`config.mk`:
```
export PLATFORM = sky130hd
export DESIGN_NAME = encoder_speed_filter_core
export DESIGN_NICKNAME = d
export VERILOG_FILES = /design/src/rtl/esf_pkg.sv /design/src/rtl/esf_ring.sv /design/src/rtl/encoder_speed_filter_core.sv
export SDC_FILE = /design/constraint.sdc
export NUM_CORES = 2
export LEC_CHECK = 0
export BUFFER_PORTS_ARGS = -buffer_cell sky130_fd_sc_hd__buf_2
export CORE_MARGIN = 2
export CORE_UTILIZATION = 50
export DETAILED_ROUTE_END_ITERATION = 8
export PLACE_DENSITY = 0.73
export SLEW_MARGIN = 20
export SYNTH_ARGS = -nofsm -noshare
export SYNTH_HDL_FRONTEND = slang
export SYNTH_SLANG_ARGS = --single-unit
```
`constraint.sdc`:
```
create_clock -name clk -period 27.1 [get_ports clk]
set_input_delay 5.42 -clock clk [delete_from_list [all_inputs] [get_ports clk]]
set_output_delay 5.42 -clock clk [all_outputs]
set_load 0.01 [all_outputs]
```
`src/rtl/esf_pkg.sv`:
```
// Encoder speed filter: shared types, field widths, register indexes and limits.
// No dependencies; imported by every module of the block.
package esf_pkg;

	localparam int unsigned AVG_DEPTH_DEF = 16;

	localparam int unsigned CFG_W     = 16;
	localparam int unsigned CFG_IDX_W = 2;
	localparam int unsigned CNT_W     = 16;
	localparam int unsigned PULSE_W   = 17;
	localparam int unsigned WSUM_W    = 21;
	localparam int unsigned SPEED_W   = 33;

	typedef enum logic [CFG_IDX_W-1:0] {
		REG_ZERO_OFFSET = 2'd0,
		REG_SPIKE_LIMIT = 2'd1,
		REG_SPEED_SCALE = 2'd2
	} cfg_reg_t;

	localparam logic [CFG_W-1:0] ZERO_OFFSET_RST = 16'd20000;
	localparam logic [CFG_W-1:0] SPIKE_LIMIT_RST = 16'd50;
	localparam logic [CFG_W-1:0] SPEED_SCALE_RST = 16'd4096;

	localparam longint SUM_LIMIT   = 64'sd1048560;
	localparam longint SPEED_LIMIT = 64'sd4294836225;

	typedef logic signed [PULSE_W-1:0] pulse_t;

endpackage

```
`src/rtl/esf_ring.sv`:
```
// Encoder speed filter: ring of accepted pulse counts with exact running sum.
// Depends on esf_pkg. Ring held in a memory with one registered read port.
module esf_ring import esf_pkg::*; #(
	parameter int unsigned AVG_DEPTH = AVG_DEPTH_DEF
) (
	input  logic                                       clk,
	input  logic                                       arst_n,
	input  logic                                       en,
	input  pulse_t                                     pulse,
	output logic signed [PULSE_W+$clog2(AVG_DEPTH)-1:0] sum_next
);

	localparam int unsigned IDX_W = $clog2(AVG_DEPTH);
	localparam int unsigned SUM_W = PULSE_W + IDX_W;
	localparam logic [IDX_W-1:0] IDX_LAST = IDX_W'(AVG_DEPTH - 1);

	pulse_t                   mem [AVG_DEPTH];
	logic [AVG_DEPTH-1:0]     vld_q;
	logic [IDX_W-1:0]         idx_q;
	logic [IDX_W-1:0]         wr_idx;
	logic [IDX_W-1:0]         rd_idx;
	pulse_t                   rd_data_q;
	logic                     rd_vld_q;
	pulse_t                   old_val;
	logic signed [SUM_W-1:0]  sum_q;

	function automatic logic [IDX_W-1:0] wrap_inc(input logic [IDX_W-1:0] i);
		return (i == IDX_LAST) ? '0 : i + 1'b1;
	endfunction

	// next slot to write, and the slot after it (prefetched for the next item)
	assign wr_idx   = wrap_inc(idx_q);
	assign rd_idx   = wrap_inc(wr_idx);
	assign old_val  = rd_vld_q ? rd_data_q : '0;
	assign sum_next = sum_q - SUM_W'(old_val) + SUM_W'(pulse);

	always_ff @(posedge clk or negedge arst_n) begin
		if (!arst_n) begin
			idx_q    <= '0;
			vld_q    <= '0;
			rd_vld_q <= 1'b0;
			sum_q    <= '0;
		end else if (en) begin
			idx_q         <= wr_idx;
			vld_q[wr_idx] <= 1'b1;
			rd_vld_q      <= vld_q[rd_idx];
			sum_q         <= sum_next;
		end
	end

	always_ff @(posedge clk) begin
		if (en) begin
			mem[wr_idx] <= pulse;
			rd_data_q   <= mem[rd_idx];
		end
	end

endmodule

```
`src/rtl/encoder_speed_filter_core.sv`:
```
// Encoder speed filter top level: spike rejection, moving average and speed scaling.
// Depends on esf_pkg and esf_ring. Checker attached from esf_checker.sv.
//
// One wheel encoder per instance. Each item is a raw counter value; the pulse count is
// zero_offset minus that value, replaced by the last accepted count when it moves by more
// than spike_limit. Accepted counts enter a ring of AVG_DEPTH entries (a power of two,
// 2 to 256) and the speed is floor(sum * speed_scale / AVG_DEPTH) in Q.12 units, saturated.
// One item is taken every cycle while tick_stall is low; an accepted item passes through the
// input, window sum, scaled sum and result registers. The ring sits in a memory whose single
// read port prefetches the entry leaving the sum next; per-entry valid bits make it read as
// zero after reset, so no clearing pass is needed. tick_stall comes from a one-item skid
// register and rises only while the result side is stalled.
module encoder_speed_filter_core import esf_pkg::*; #(
	parameter int unsigned AVG_DEPTH = AVG_DEPTH_DEF
) (
	input  logic                       clk,
	input  logic                       arst_n,
	input  logic                       cfg_write,
	input  logic [CFG_IDX_W-1:0]       cfg_index,
	input  logic [CFG_W-1:0]           cfg_data,
	input  logic                       tick_valid,
	output logic                       tick_stall,
	input  logic [CNT_W-1:0]           counter_value,
	output logic                       result_valid,
	input  logic                       result_stall,
	output logic signed [PULSE_W-1:0]  accepted_pulse,
	output logic                       spike_rejected,
	output logic signed [WSUM_W-1:0]   window_sum,
	output logic signed [SPEED_W-1:0]  avg_speed,
	output logic signed [SPEED_W-1:0]  previous_speed
);

	localparam int unsigned SHIFT  = $clog2(AVG_DEPTH);
	localparam int unsigned SUM_W  = PULSE_W + SHIFT;
	localparam int unsigned PROD_W = SUM_W + CFG_W + 1;
	localparam int unsigned SUMX_W = (SUM_W > WSUM_W + 1) ? SUM_W : WSUM_W + 1;
	localparam logic signed [PROD_W-1:0] SPD_MAX = PROD_W'(SPEED_LIMIT);
	localparam logic signed [PROD_W-1:0] SPD_MIN = -SPD_MAX;
	localparam logic signed [SUMX_W-1:0] SUM_MAX = SUMX_W'(SUM_LIMIT);
	localparam logic signed [SUMX_W-1:0] SUM_MIN = -SUM_MAX;

	// configuration
	logic [CFG_W-1:0] zero_offset_q;
	logic [CFG_W-1:0] spike_limit_q;
	logic [CFG_W-1:0] speed_scale_q;

	always_ff @(posedge clk or negedge arst_n) begin
		if (!arst_n) begin
			zero_offset_q <= ZERO_OFFSET_RST;
			spike_limit_q <= SPIKE_LIMIT_RST;
			speed_scale_q <= SPEED_SCALE_RST;
		end else if (cfg_write) begin
			unique case (cfg_reg_t'(cfg_index))
				REG_ZERO_OFFSET: zero_offset_q <= cfg_data;
				REG_SPIKE_LIMIT: spike_limit_q <= cfg_data;
				REG_SPEED_SCALE: speed_scale_q <= cfg_data;
				default: ;
			endcase
		end
	end

	// flow control
	logic             skid_v_q;
	logic [CNT_W-1:0] skid_d_q;
	logic             v_s1, v_s2, v_s3;
	logic             rdy_1, rdy_2, rdy_3, rdy_o;
	logic             tick_acc;
	logic             mv_2;

	assign tick_stall = skid_v_q;
	assign tick_acc   = tick_valid && !skid_v_q;
	assign rdy_o      = !result_valid || !result_stall;
	assign rdy_3      = !v_s3 || rdy_o;
	assign rdy_2      = !v_s2 || rdy_3;
	assign rdy_1      = !v_s1 || rdy_2;
	assign mv_2       = v_s1 && rdy_2;

	always_ff @(posedge clk or negedge arst_n) begin
		if (!arst_n) begin
			skid_v_q     <= 1'b0;
			v_s1         <= 1'b0;
			v_s2         <= 1'b0;
			v_s3         <= 1'b0;
			result_valid <= 1'b0;
		end else begin
			if (skid_v_q) begin
				if (rdy_1) skid_v_q <= 1'b0;
			end else if (tick_acc && !rdy_1) begin
				skid_v_q <= 1'b1;
			end
			if (rdy_1) v_s1 <= skid_v_q || tick_acc;
			if (rdy_2) v_s2 <= v_s1;
			if (rdy_3) v_s3 <= v_s2;
			if (rdy_o) result_valid <= v_s3;
		end
	end

	// stage 1: input register
	logic [CNT_W-1:0] cnt_s1;

	always_ff @(posedge clk) begin
		if (!skid_v_q && tick_acc && !rdy_1) skid_d_q <= counter_value;
		if (rdy_1) cnt_s1 <= skid_v_q ? skid_d_q : counter_value;
	end

	// spike rejection and ring update
	pulse_t                    last_pulse_q;
	pulse_t                    pulse_raw;
	pulse_t                    pulse_sel;
	logic signed [PULSE_W:0]   diff;
	logic [PULSE_W:0]          diff_mag;
	logic                      rej;
	logic signed [SUM_W-1:0]   sum_next;

	assign pulse_raw = $signed({1'b0, zero_offset_q}) - $signed({1'b0, cnt_s1});
	assign diff      = (PULSE_W+1)'(last_pulse_q) - (PULSE_W+1)'(pulse_raw);
	assign diff_mag  = diff[PULSE_W] ? unsigned'(-diff) : unsigned'(diff);
	assign rej       = diff_mag > (PULSE_W+1)'(spike_limit_q);
	assign pulse_sel = rej ? last_pulse_q : pulse_raw;

	always_ff @(posedge clk or negedge arst_n) begin
		if (!arst_n) begin
			last_pulse_q <= '0;
		end else if (mv_2) begin
			last_pulse_q <= pulse_sel;
		end
	end

	esf_ring #(
		.AVG_DEPTH(AVG_DEPTH)
	) u_ring (
		.clk      (clk),
		.arst_n   (arst_n),
		.en       (mv_2),
		.pulse    (pulse_sel),
		.sum_next (sum_next)
	);

	// stage 2: filtered count and window sum
	pulse_t                  pulse_s2;
	logic                    rej_s2;
	logic signed [SUM_W-1:0] sum_s2;

	always_ff @(posedge clk) begin
		if (rdy_2) begin
			pulse_s2 <= pulse_sel;
			rej_s2   <= rej;
			sum_s2   <= sum_next;
		end
	end

	// stage 3: scaled sum
	logic signed [CFG_W:0]    scale_s;
	logic signed [PROD_W-1:0] prod_c;
	logic signed [PROD_W-1:0] prod_s3;
	pulse_t                   pulse_s3;
	logic                     rej_s3;
	logic signed [SUM_W-1:0]  sum_s3;

	assign scale_s = $signed({1'b0, speed_scale_q});
	assign prod_c  = PROD_W'(sum_s2) * PROD_W'(scale_s);

	always_ff @(posedge clk) begin
		if (rdy_3) begin
			prod_s3  <= prod_c;
			pulse_s3 <= pulse_s2;
			rej_s3   <= rej_s2;
			sum_s3   <= sum_s2;
		end
	end

	// average and saturate
	logic signed [PROD_W-1:0] spd_shift;
	logic signed [PROD_W-1:0] spd_sat;
	logic signed [SUMX_W-1:0] sum_x;
	logic signed [SUMX_W-1:0] sum_sat;
	logic signed [SPEED_W-1:0] last_speed_q;

	assign spd_shift = prod_s3 >>> SHIFT;
	assign sum_x     = SUMX_W'(sum_s3);

	always_comb begin
		priority if (spd_shift > SPD_MAX) begin
			spd_sat = SPD_MAX;
		end else if (spd_shift < SPD_MIN) begin
			spd_sat = SPD_MIN;
		end else begin
			spd_sat = spd_shift;
		end
		priority if (sum_x > SUM_MAX) begin
			sum_sat = SUM_MAX;
		end else if (sum_x < SUM_MIN) begin
			sum_sat = SUM_MIN;
		end else begin
			sum_sat = sum_x;
		end
	end

	always_ff @(posedge clk or negedge arst_n) begin
		if (!arst_n) begin
			last_speed_q <= '0;
		end else if (v_s3 && rdy_o) begin
			last_speed_q <= spd_sat[SPEED_W-1:0];
		end
	end

	// result register
	always_ff @(posedge clk) begin
		if (rdy_o) begin
			accepted_pulse <= pulse_s3;
			spike_rejected <= rej_s3;
			window_sum     <= sum_sat[WSUM_W-1:0];
			avg_speed      <= spd_sat[SPEED_W-1:0];
			previous_speed <= last_speed_q;
		end
	end

endmodule

```
==> run_results.csv <==
group,metric,value,unit
status,status,"finished clean",
sta,finalSetupViolCount,0,
synthesis,synth_flop_cell,"edfxtp_1",
clock_tree,tritoncts,"yes",
placed_design,dpl_worst_slack,16740,ps
global_routing,grt_usage,0.214,
finish,nNetsFinal,3870,
synthesis,synth_cells,3152,
flow_run,cap_viol_max_count,0,
sta,fin_crit,10510,ps
clock_tree,clk-insertion-delay-late,640,ps
route,drt_iter0_drc,1857,
floorplan,dieArea,0.0846,sq mm
synthesis,synthTopCellsByArea,"edfxtp_1 (39%), fa_1 (17%), dfrtp_1 (8.3%)",
placed_design,place.gp.congestion,0.893,
sta,max_freq,95.1,MHz
route,drc,0,
global_routing,grt_first_pass_wirelength,140,mm
finish,fin_util,0.559,
floorplan,fp.dieH,291,microns
synthesis,synth_edf_count,538,
clock_tree,cts-htree-levels,3,
route,num_vias,24200,
sta,tns,0,ps
finish,area.growth.synth_to_final,11.2,%
clock_tree,root_buffer,"clkbuf_16",
clock_tree,post-cts-setup-buffer-count,0,
clock_tree,hold_buffers,0,
global_routing,antenna_found_initial,1,
clock_tree,cts.path.max_buffers,3,
setup_path,crit_slowest_cell,"a2111oi_0",
synthesis,async_reset_ff_frac,0.212,
sta,min_period_over_period,0.388,
sta,hold_violations,0,
setup_path,cp_slowest_stage_delay,780,ps
floorplan,fp.dieW,291,microns
floorplan,initial_core_util,0.503,
setup_path,crit_top_cell,"ha_1",
clock_tree,cts.clk_slew.worst_paths,60,ps
setup_path,worstRegToRegCells,42,
synthesis,synth_area_per_cell,13.1,sq um
sta,layout_setup_ws,16590,ps
clock_tree,cts.sinks,683,
sta,slew_headroom,0.249,
placed_design,dp_hpwl,64.5,mm
synthesis,synth.cell_area,0.0412,sq mm
floorplan,top_level_ports,146,
sta,worst_pin_slew,1130,ps
synthesis,yosys_warnings,0,
global_routing,grt_max_degree,75,
synthesis,ys_seq_area_frac,0.481,
route,drt-total-wl,88.8,mm
global_routing,grt_pass1_vias,24900,
sta,rsz0062_at_grt,"no",
synthesis,synth.largest_area_cell,"edfxtp_1",
floorplan,core_area,0.0818,sq mm
global_routing,overflow,0,
synthesis,synth_seq_cells,683,
placed_design,numPortBuffers,145,
route,antenna_left,0,
synthesis,syn_nets,3719,
synthesis,synthMostInstantiatedCell,"edfxtp_1",
synthesis,synth_top_area_share,0.393,
route,wl_per_cell,20.0,microns
clock_tree,cts_resized,0,
route,firstDrtPassIters,7,
min_path,holdPathStages,0,
route,via_per_inst,5.46,
floorplan,row_count,105,
clock_tree,cts_made_buffers,72,
synthesis,synth_top_cells_by_count,"edfxtp_1 (538), inv_1 (488), fa_1 (356)",
setup_path,cp.required,27600,ps
setup_path,crit_arrival,11010,ps
sta,finalMaxSlewViolations,0,
setup_path,critPathKind,"flip-flop to flip-flop",
setup_path,crit_fanout,22,
setup_path,end_kind,"flip-flop",
min_path,hold_path.class,"flip-flop to flip-flop",
synthesis,synth.distinct_cells,69,
finish,drive_above_1_share,0.172,
finish,antenna_cells,0,
sta,clock_skew,25.6,ps
setup_path,startpoint_type,"flip-flop",
-- layout make-up --
cell class	instances	area [sq um]
Inverter	489	1840
Multi-Input combinational cell	1873	19200
Fill cell	6547	36100
Clock inverter	31	504
Timing Repair Buffer	184	1020
Tap cell	1070	1340
Clock buffer	102	2040
Sequential cell	683	19800
-- worst paths after layout --
path	slack (ps)	to	from
max	16590	u_ring.sum_q[19]	cnt_s1[1]
min	420	pulse_s3[16]	pulse_s2[16]
max reg2reg	16590	u_ring.sum_q[19]	cnt_s1[1]
min reg2reg	420	pulse_s3[16]	pulse_s2[16]
max in group asynchronous	20480	u_ring.vld_q[6]	arst_n
min in group asynchronous	4680	last_speed_q[28]	arst_n
-- flip-flops by register name (all words and copies together), names as in the netlist, 21 cells and up --
signal,flops
previous_speed,33
window_sum,21
avg_speed,33
u_ring.sum_q,21
sum_s3,21
prod_s3,34
sum_s2,21
last_speed_q,33
u_ring.mem,272
-- metrics by stage --
step / hold slack (ps) / cells / instance area (sq um)
6_report: 417 / 4432 / 45800
5_1_grt: 421 / 4432 / 45800
4_1_cts: 419 / 4432 / 45800
3_5_place_dp: 405 / 4299 / 43200
3_3_place_gp: 401 / 4299 / 43200
2_1_floorplan: 400 / 3152 / 41200
-- critical path: cells and delay by family (launching register included) --
family,cells,cell delay (ps)
AO/OA/AOI/OAI,19,5240
XOR/XNOR,1,130
adder cells (fa/ha/maj),5,1610
buffers and inverters,5,950
flip-flops,1,420
multiplexers,2,510
AND/OR/NAND/NOR,10,1500
-- layer usage --
layer | vias to the layer above | track usage | share of wire
met1 | 12300 | 0.277 | 0.41
met3 | 178 | 0.0370 | 0.061
met2 | 794 | 0.364 | 0.50
met5 | - | 0 | 0.00015
met4 | 2 | 0.0785 | 0.034
li1 | 11000 | - | -
-- kinds of logic (layout without fill, tap and decap cells) --
| logic type | Yosys count | in the layout | share of synthesized area |
|---|---|---|---|
| buf+inv | 596 | 806 | 0.0548 |
| compound gates | 279 | 279 | 0.0447 |
| flops | 683 | 683 | 0.481 |
| mux | 227 | 227 | 0.0869 |
| simple gates | 750 | 750 | 0.0882 |
| xor+xnor | 89 | 89 | 0.0189 |
| fa+ha+maj | 528 | 528 | 0.225 |
-- cell usage in the layout, fill, tap and decap left out, drive strengths merged, types with 86 or more instances in the layout --
| master | count |
|---|---|
| clkbuf | 102 |
| mux4 | 89 |
| buf | 184 |
| inv | 492 |
| fa | 356 |
| nor2 | 86 |
| dfrtp | 136 |
| and2 | 162 |
| nand2 | 332 |
| ha | 172 |
| edfxtp | 538 |
| mux2 | 128 |
Power is left out: the tool's default activity adds up to more than one toggle a clock period on the data nets, which glitch-free logic cannot reach.
